[config.mk]
export PLATFORM = sky130hd
export DESIGN_NAME = tod_split
export DESIGN_NICKNAME = d
export VERILOG_FILES = /design/src/hw/rtl/tod_pkg.sv /design/src/hw/rtl/tod_split.sv
export SDC_FILE = /design/constraint.sdc
export NUM_CORES = 2
export LEC_CHECK = 0
export BUFFER_PORTS_ARGS = -buffer_cell sky130_fd_sc_hd__buf_2
export CAP_MARGIN = 20
export CORE_MARGIN = 2
export CORE_UTILIZATION = 55
export CTS_CLUSTER_DIAMETER = 200
export DETAILED_ROUTE_END_ITERATION = 10
export GPL_ROUTABILITY_DRIVEN = 0
export PLACE_DENSITY_LB_ADDON = 0.15
export SYNTH_ARGS = -nofsm -noshare
export SYNTH_HDL_FRONTEND = slang
export SYNTH_SLANG_ARGS = --single-unit
[constraint.sdc]
create_clock -name aclk -period 9.6 [get_ports aclk]
set_input_delay 0.48 -clock aclk [delete_from_list [all_inputs] [get_ports aclk]]
set_output_delay 0.48 -clock aclk [all_outputs]
set_load 0.005 [all_outputs]
[src/hw/rtl/tod_pkg.sv]
// tod_pkg: shared types, operation codes and constants for the time-of-day accumulator
// used by tod_split, time_of_day_accumulator_core and tod_checker; no dependencies
package tod_pkg;

    // operation codes
    localparam logic [1:0] OP_ADD_MS  = 2'd0;
    localparam logic [1:0] OP_ADD_SEC = 2'd1;
    localparam logic [1:0] OP_LOAD    = 2'd2;

    localparam int unsigned MS_PER_SEC    = 1000;
    localparam int unsigned SEC_PER_MIN   = 60;
    localparam int unsigned MIN_PER_HOUR  = 60;
    localparam int unsigned HOURS_PER_DAY = 24;
    localparam int unsigned MS_PER_MIN    = MS_PER_SEC * SEC_PER_MIN;
    localparam int unsigned MS_PER_HOUR   = MS_PER_MIN * MIN_PER_HOUR;
    localparam int unsigned MAX_HOUR      = 23;
    localparam int unsigned MAX_MINUTE    = 59;
    localparam int unsigned MAX_SECOND    = 59;
    localparam int unsigned MAX_MILLIS    = 999;

    // reciprocal constants: floor(z / d) == (z * MAGIC) >> SHIFT over the ranges used
    localparam int unsigned MAGIC_DIV125 = 274877907;  // d = 125, after a shift by 3
    localparam int unsigned SHIFT_DIV125 = 35;
    localparam int unsigned MAGIC_DIV15  = 572662307;  // d = 15, after a shift by 2
    localparam int unsigned SHIFT_DIV15  = 33;
    localparam int unsigned MAGIC_DIV3   = 87382;      // d = 3, after a shift by 3
    localparam int unsigned SHIFT_DIV3   = 18;

    typedef struct packed {
        logic [1:0]  opcode;
        logic [30:0] delta_amount;
        logic [4:0]  load_hour;
        logic [5:0]  load_minute;
        logic [5:0]  load_second;
        logic [9:0]  load_millis;
    } in_item_t;

    typedef struct packed {
        logic [4:0]  cur_hour;
        logic [5:0]  cur_minute;
        logic [5:0]  cur_second;
        logic [9:0]  cur_millis;
        logic [26:0] day_millis;
        logic        accepted;
    } out_item_t;

    // checked load values carried down the split pipeline
    typedef struct packed {
        logic       ok;
        logic [4:0] hour;
        logic [5:0] minute;
        logic [5:0] second;
        logic [9:0] millis;
    } load_t;

    // per-item update: digit deltas for adds, new time for loads
    typedef struct packed {
        logic [1:0] opcode;
        logic       accepted;
        logic [4:0] hour;
        logic [5:0] minute;
        logic [5:0] second;
        logic [9:0] millis;
    } step_t;

endpackage

[src/hw/rtl/tod_split.sv]
// tod_split: pipeline that breaks an add amount into hour/minute/second/millisecond digits
// modulo one day, and checks load fields; depends on tod_pkg
module tod_split (
    input  logic              aclk,
    input  logic              aresetn,
    input  logic              en,
    input  logic              in_valid,
    input  tod_pkg::in_item_t in_item,
    output logic              out_valid,
    output tod_pkg::step_t    out_step
);
    import tod_pkg::*;

    logic v1_reg, v2_reg, v3_reg, v4_reg, v5_reg, vout_reg;

    // stage 1: captured item
    logic [1:0]  op1_reg;
    logic [30:0] amt1_reg;
    load_t       ld1_reg;
    load_t       ld_in;
    logic [56:0] prod_ms;
    logic [21:0] qms;

    // stage 2: whole seconds of a millisecond add
    logic [1:0]  op2_reg;
    logic [30:0] amt2_reg;
    logic [21:0] qms2_reg;
    load_t       ld2_reg;
    logic [30:0] rem_ms;
    logic [30:0] sec_total;
    logic [9:0]  dms;
    logic [58:0] prod_min;
    logic [25:0] mq;

    // stage 3: total seconds and total minutes
    logic [1:0]  op3_reg;
    logic [30:0] sec3_reg;
    logic [25:0] mq3_reg;
    logic [9:0]  dms3_reg;
    load_t       ld3_reg;
    logic [30:0] rem_sec;
    logic [53:0] prod_hour;
    logic [19:0] hq;

    // stage 4: total minutes and total hours
    logic [1:0]  op4_reg;
    logic [25:0] mq4_reg;
    logic [19:0] hq4_reg;
    logic [9:0]  dms4_reg;
    logic [5:0]  ds4_reg;
    load_t       ld4_reg;
    logic [25:0] rem_min;
    logic [33:0] prod_day;
    logic [14:0] hd;

    // stage 5: total hours and whole days
    logic [1:0]  op5_reg;
    logic [19:0] hq5_reg;
    logic [14:0] hd5_reg;
    logic [9:0]  dms5_reg;
    logic [5:0]  ds5_reg;
    logic [5:0]  dm5_reg;
    load_t       ld5_reg;
    logic [19:0] rem_hour;
    step_t       step_next;
    step_t       step_reg;

    assign ld_in.ok = (in_item.load_hour < 5'(HOURS_PER_DAY))
                   && (in_item.load_minute < 6'(MIN_PER_HOUR))
                   && (in_item.load_second < 6'(SEC_PER_MIN))
                   && (in_item.load_millis < 10'(MS_PER_SEC));
    assign ld_in.hour   = in_item.load_hour;
    assign ld_in.minute = in_item.load_minute;
    assign ld_in.second = in_item.load_second;
    assign ld_in.millis = in_item.load_millis;

    // x / 1000 as (x >> 3) / 125
    assign prod_ms = 57'(amt1_reg[30:3]) * 57'(MAGIC_DIV125);
    assign qms     = prod_ms[SHIFT_DIV125 +: 22];

    assign rem_ms    = amt2_reg - 31'(qms2_reg) * 31'(MS_PER_SEC);
    assign sec_total = (op2_reg == OP_ADD_MS) ? 31'(qms2_reg) : amt2_reg;
    assign dms       = (op2_reg == OP_ADD_MS) ? rem_ms[9:0] : '0;
    // s / 60 as (s >> 2) / 15
    assign prod_min  = 59'(sec_total[30:2]) * 59'(MAGIC_DIV15);
    assign mq        = prod_min[SHIFT_DIV15 +: 26];

    assign rem_sec   = sec3_reg - 31'(mq3_reg) * 31'(SEC_PER_MIN);
    assign prod_hour = 54'(mq3_reg[25:2]) * 54'(MAGIC_DIV15);
    assign hq        = prod_hour[SHIFT_DIV15 +: 20];

    assign rem_min   = mq4_reg - 26'(hq4_reg) * 26'(MIN_PER_HOUR);
    // h / 24 as (h >> 3) / 3
    assign prod_day  = 34'(hq4_reg[19:3]) * 34'(MAGIC_DIV3);
    assign hd        = prod_day[SHIFT_DIV3 +: 15];

    assign rem_hour  = hq5_reg - 20'(hd5_reg) * 20'(HOURS_PER_DAY);

    always_comb begin
        step_next        = '0;
        step_next.opcode = op5_reg;
        case (op5_reg)
            OP_ADD_MS, OP_ADD_SEC: begin
                step_next.accepted = 1'b1;
                step_next.hour     = rem_hour[4:0];
                step_next.minute   = dm5_reg;
                step_next.second   = ds5_reg;
                step_next.millis   = dms5_reg;
            end
            OP_LOAD: begin
                step_next.accepted = ld5_reg.ok;
                step_next.hour     = ld5_reg.hour;
                step_next.minute   = ld5_reg.minute;
                step_next.second   = ld5_reg.second;
                step_next.millis   = ld5_reg.millis;
            end
            default: begin
                step_next.accepted = 1'b0;
            end
        endcase
    end

    always_ff @(posedge aclk) begin
        if (!aresetn) begin
            v1_reg   <= 1'b0;
            v2_reg   <= 1'b0;
            v3_reg   <= 1'b0;
            v4_reg   <= 1'b0;
            v5_reg   <= 1'b0;
            vout_reg <= 1'b0;
        end else if (en) begin
            v1_reg   <= in_valid;
            v2_reg   <= v1_reg;
            v3_reg   <= v2_reg;
            v4_reg   <= v3_reg;
            v5_reg   <= v4_reg;
            vout_reg <= v5_reg;
        end
    end

    always_ff @(posedge aclk) begin
        if (en) begin
            op1_reg  <= in_item.opcode;
            amt1_reg <= in_item.delta_amount;
            ld1_reg  <= ld_in;

            op2_reg  <= op1_reg;
            amt2_reg <= amt1_reg;
            qms2_reg <= qms;
            ld2_reg  <= ld1_reg;

            op3_reg  <= op2_reg;
            sec3_reg <= sec_total;
            mq3_reg  <= mq;
            dms3_reg <= dms;
            ld3_reg  <= ld2_reg;

            op4_reg  <= op3_reg;
            mq4_reg  <= mq3_reg;
            hq4_reg  <= hq;
            dms4_reg <= dms3_reg;
            ds4_reg  <= rem_sec[5:0];
            ld4_reg  <= ld3_reg;

            op5_reg  <= op4_reg;
            hq5_reg  <= hq4_reg;
            hd5_reg  <= hd;
            dms5_reg <= dms4_reg;
            ds5_reg  <= ds4_reg;
            dm5_reg  <= rem_min[5:0];
            ld5_reg  <= ld4_reg;

            step_reg <= step_next;
        end
    end

    assign out_valid = vout_reg;
    assign out_step  = step_reg;

endmodule

== Yosys cells after proc, flatten, opt, wreduce, memory -nomap -nowiden ==
Index checks and enable logic that the tools add are counted.

* $add $sub $neg: 4
* $mul: 8
* Magnitude comparators: 4
* Equality and inequality tests: 2
* Muxes and demuxes: 3
* Reductions and logical operators: 6

{| class="wikitable"
|+ Operators with widths
! operator !! number
|-
| multiplier 29 x 30 -> 59 bit (second input constant) || 1
|-
| multiplier 28 x 29 -> 57 bit (second input constant) || 1
|-
| case mux 27 bit (2 select lines) || 1
|-
| multiplier 24 x 30 -> 53 bit (second input constant) || 1
|-
| multiplier 17 x 16 -> 32 bit (second input constant) || 1
|-
| 2-to-1 mux 31 bit || 1
|-
| multiplier 26 x 4 -> 4 bit (second input constant) || 1
|-
| multiplier 22 x 7 -> 7 bit (second input constant) || 1
|-
| multiplier 20 x 4 -> 4 bit (second input constant) || 1
|-
| multiplier 15 x 2 -> 2 bit (second input constant) || 1
|-
| less-than comparator 6 bit (second input constant) || 2
|-
| subtractor 6 bit || 2
|-
| less-than comparator 10 bit (second input constant) || 1
|-
| subtractor 10 bit || 1
|-
| less-than comparator 5 bit (second input constant) || 1
|-
| subtractor 5 bit || 1
|-
| logical NOT 2 bit || 2
|-
| logical AND 1 bit || 3
|-
| equality test 2 x 1 -> 1 bit (second input constant) || 1
|-
| equality test 2 bit (second input constant) || 1
|-
| case mux 1 bit (2 select lines) || 1
|-
| OR reduction 2 bit || 1
|}

* Flip-flop bits (word level): 396
* Input bits: 64
* Logic and storage cells: 84

== Logic depth before layout (Yosys ltp) ==
* Word-level depth: 4
* Mapped depth: 29
* Mapped depth without buffers: 27

== Worst setup path before layout ==
No wires, ideal clock.

* Path type: register -> register
* Start: reg op2_reg[1]
* End: reg mq3_reg[21], data pin
* Library setup time: 0.267 ns
* Arrival time: 6.877 ns
* Path slack: 2.455 ns
* Stages on the path, launching flop included: 27
* Buffers on the path: 1
* Cell sequence: edfxtp_1 > nor2_1 > clkbuf_1 > mux2i_1 > inv_1 > ha_1 > fa_1 > inv_1 > fa_1 > inv_1 > fa_1 > fa_1 > inv_1 > fa_1 > inv_1 > fa_1 > ha_1 > nand4_1 > nor4_2 > nand3_1 > a21oi_2 > o311ai_4 > a211oi_4 > o31ai_4 > a211o_2 > a21bo_2 > a21boi_0

* Word-level cells in the longest chain between the ends: 3

{| class="wikitable"
|+ Ends and longest elaborated chain
! element !! RTL line !! source
|-
| start, declared || tod_split.sv:25 || <nowiki>logic [1:0] op2_reg;</nowiki>
|-
| start signal, assigned || tod_split.sv:147 || <nowiki>op2_reg <= op1_reg;</nowiki>
|-
| logical NOT 2 bit || tod_split.sv:82 || <nowiki>assign sec_total = (op2_reg == OP_ADD_MS) ? 31'(qms2_reg) : amt2_reg;</nowiki>
|-
| 2-to-1 mux 31 bit || tod_split.sv:82 ||
|-
| multiplier 29 x 30 -> 59 bit || tod_split.sv:85 || <nowiki>assign prod_min = 59'(sec_total[30:2]) * 59'(MAGIC_DIV15);</nowiki>
|-
| via prod_min[54] || tod_split.sv:32 || <nowiki>logic [58:0] prod_min;</nowiki>
|-
| end signal, assigned || tod_split.sv:154 || <nowiki>mq3_reg <= mq;</nowiki>
|-
| end, declared || tod_split.sv:38 || <nowiki>logic [25:0] mq3_reg;</nowiki>
|}

The timed path passes the listed nets, and every way through them passes these cells.
A chain may end at the register's enable or synchronous reset.

== Worst setup path in the final report ==
* Start: reg op2_reg[0]
* End: reg mq3_reg[25], data pin

The elaborated chain is that of the path after synthesis.

==> impl_metrics.csv <==
group,metric,value,unit
yosys,synth_fp_nets,5085,
floorplan,ios,95,
floorplan,start_util,0.5541,
routing,via_per_inst,5.216,
yosys,synthTopCellsByCount,"inv_1 (961), ha_1 (894), fa_1 (528)",
yosys,ys_types,74,
yosys,synth_top_family_by_area,"adder cells",
floorplan,die-height,280.4,µm
routing,drt-initial-drc-count,1019,
yosys,synth_edf_count,377,
setup_path,r2r_slack,1.45,ns
yosys,synth_area,0.04201,mm²
run,drv_cap,0,
sta,final-hold-violation-count,0,
clock_tree,clk_pin_slew,0.07,ns
sta,fin_crit,8.153,ns
floorplan,fp.dieArea,0.07861,mm²
clock_tree,cts_root_buf,"clkbuf_16",
yosys,synthAdderAreaFrac,0.5178,
setup_path,slowest_stage,"nor2_2",
setup_path,arrival,8.56,ns
yosys,yosys.area_share.simple,0.03824,
final_layout,layout.nets,5218,
global_routing,grt_start_max_net_pins,178,
setup_path,critPathBufInv,5,
yosys,synth_top_area_frac,0.2695,
floorplan,die_w,280.4,µm
yosys,yosys_most_used_dff,"edfxtp_1",
clock_tree,cts.repair.resized,0,
clock_tree,cts_setup_buffers,0,
setup_path,cp_common_cell,"fa_1",
run_status,status,"complete, no violations",
global_routing,grt_pass1_wl,143700,µm
setup_path,path_delay_family,"adder cells",
setup_path,crit_fanout,15,
yosys,synth_xor_area_frac,0.02210,
yosys,postSynthCellCount,3599,
global_routing,grt_pass1_vias,26644,
routing,vias,24751,
sta,tightest_slew,1.033,ns
place,portBuffers,94,
clock_tree,hold_buffers,0,
clock_tree,tritoncts,"yes",
yosys,async_flop_share,0,
routing,drtAntennaViolNets,0,
floorplan,core,0.07582,mm²
sta,setup_viol,0,
yosys,ys_seq_elements,383,
clock_tree,clk_latency,0.60,ns
clock_tree,htreeDepth,2,
sta,fin_skew,0.03263,ns
sta,post-route-period-util,0.8493,
yosys,synth_top_cell_by_area,"edfxtp_1",
sta,timing.final.max_slew_violations,0,
yosys,seq_area_frac_synth,0.2723,
final_layout,antenna_cells,0,
clock_tree,cts_num_sinks,383,
sta,rsz0062_at_grt,"no",
setup_path,worstPathRequired,10.01,ns
global_routing,track_usage,0.2381,
setup_path,path_class,"flip-flop to flip-flop",
yosys,yosysMostFrequentCell,"inv_1",
sta,timing.hold.ws,0.06660,ns
sta,timing.fmax,122.7,MHz
final_layout,drive_above_1_share,0.05522,
clock_tree,numCtsBuffers,43,
yosys,synth_compound_area_frac,0.05846,
global_routing,overflow,0,
setup_path,crit_path_max_incr_delay,0.67,ns
routing,routed_wl,88910,µm
place,hpwlAfterDp,76000,µm
yosys,syn_avg_cell_area,11.67,µm²
routing,drt-pass1-iter-count,5,
clock_tree,clockBufferDepth,3,
floorplan,row_count,101,
yosys,synth.area.top_cells,"edfxtp_1 (27%), ha_1 (27%), fa_1 (25%), inv_1 (8.6%), xnor2_1 (1.6%)",
min_path,min_path_type,"primary input to flip-flop",
routing,wl_per_cell,18.74,µm
sta,relSlewSlack,0.3111,
yosys,ys_warn_count,0,
setup_path,worstSetupStartpointType,"flip-flop",
final_layout,area_growth,7.582,%
yosys,synth_mux_area_frac,0.003574,
routing,drcViolationCount,0,
sta,tns,0,ns
setup_path,end_kind,"flip-flop",
global_routing,antenna_found_initial,1,
-- cell type report --
type / count / area (µm²)
flip-flops and latches: 383 / 11440
clock buffers: 49 / 1099
inverters: 961 / 3607
fillers: 6195 / 30620
repair buffers: 106 / 583.1
clock inverters: 31 / 342.8
well taps: 978 / 1224
multi-input cells: 2237 / 26900
-- worst register-to-register path: stages (launching register included) --
cell	delay, ns
edfxtp_1	0.46
nor2_2	0.67
mux2i_1	0.56
inv_1	0.17
ha_1	0.34
fa_1	0.50
inv_1	0.06
fa_1	0.52
inv_1	0.05
fa_1	0.50
fa_1	0.53
inv_1	0.05
fa_1	0.36
inv_1	0.09
fa_1	0.43
ha_1	0.36
nand4_1	0.15
nor4_2	0.37
nand3_1	0.15
a21oi_2	0.17
o311ai_4	0.17
a211oi_4	0.33
o31ai_4	0.14
a2111oi_4	0.44
o41ai_2	0.13
xnor2_1	0.27
-- per-stage QoR --
step | worst slack (ns) | instances | instance area, µm² | util
finish | 1.447 | 4745 | 45200 | 0.5961
global route | 0.9354 | 4745 | 45200 | 0.5961
CTS | 1.307 | 4745 | 45200 | 0.5961
detailed placement | 1.329 | 4665 | 43760 | 0.5771
global placement | 1.352 | 4665 | 43760 | 0.5771
floorplan | 2.455 | 3599 | 42010 | -
-- final timing paths --
path | end | from | depth (start not counted)
setup / recovery | mq3_reg[25] | op2_reg[0] | 25
hold / removal | ld1_reg[0] | in_item[0] | 1
setup reg to reg | mq3_reg[25] | op2_reg[0] | 25
hold reg to reg | ld4_reg[7] | ld3_reg[7] | 0
-- placed cells by master (no fill, tap or decap), drive strengths merged, types with 7 or more instances in the layout --
| master | count |
|---|---|
| a2111oi | 7 |
| nand3 | 24 |
| a211o | 7 |
| inv | 965 |
| o211ai | 9 |
| nor2 | 61 |
| xnor2 | 77 |
| or2 | 12 |
| nand2 | 111 |
| buf | 106 |
| edfxtp | 377 |
| clkbuf | 49 |
| nor2b | 18 |
| a21o | 70 |
| xor2 | 29 |
| nor3 | 22 |
| and2 | 13 |
| ha | 894 |
| nand2b | 10 |
| nand4 | 27 |
| clkinv | 18 |
| a31oi | 7 |
| a21oi | 107 |
| o21ai | 80 |
| o21bai | 11 |
| a211oi | 15 |
| fa | 528 |
| mux2i | 15 |
| o21a | 11 |
| and3 | 14 |
-- cell families (layout without fill, tap and decap cells) --
group | Yosys count | in the layout
AND/OR/NAND/NOR | 327 | 327
multiplexers | 15 | 15
AO/OA/AOI/OAI | 367 | 367
adder cells (fa/ha/maj) | 1422 | 1422
flip-flops | 383 | 383
buffers and inverters | 979 | 1147
XOR/XNOR | 106 | 106
-- routing by layer --
metal	part of all wire	track usage
met2	0.50	0.4206
met3	0.031	0.02715
met1	0.43	0.3025
met5	0	0
met4	0.041	0.08501
Power is not shown: default switching activity piles up to over one toggle a cycle in this logic, so the estimate is an artifact.
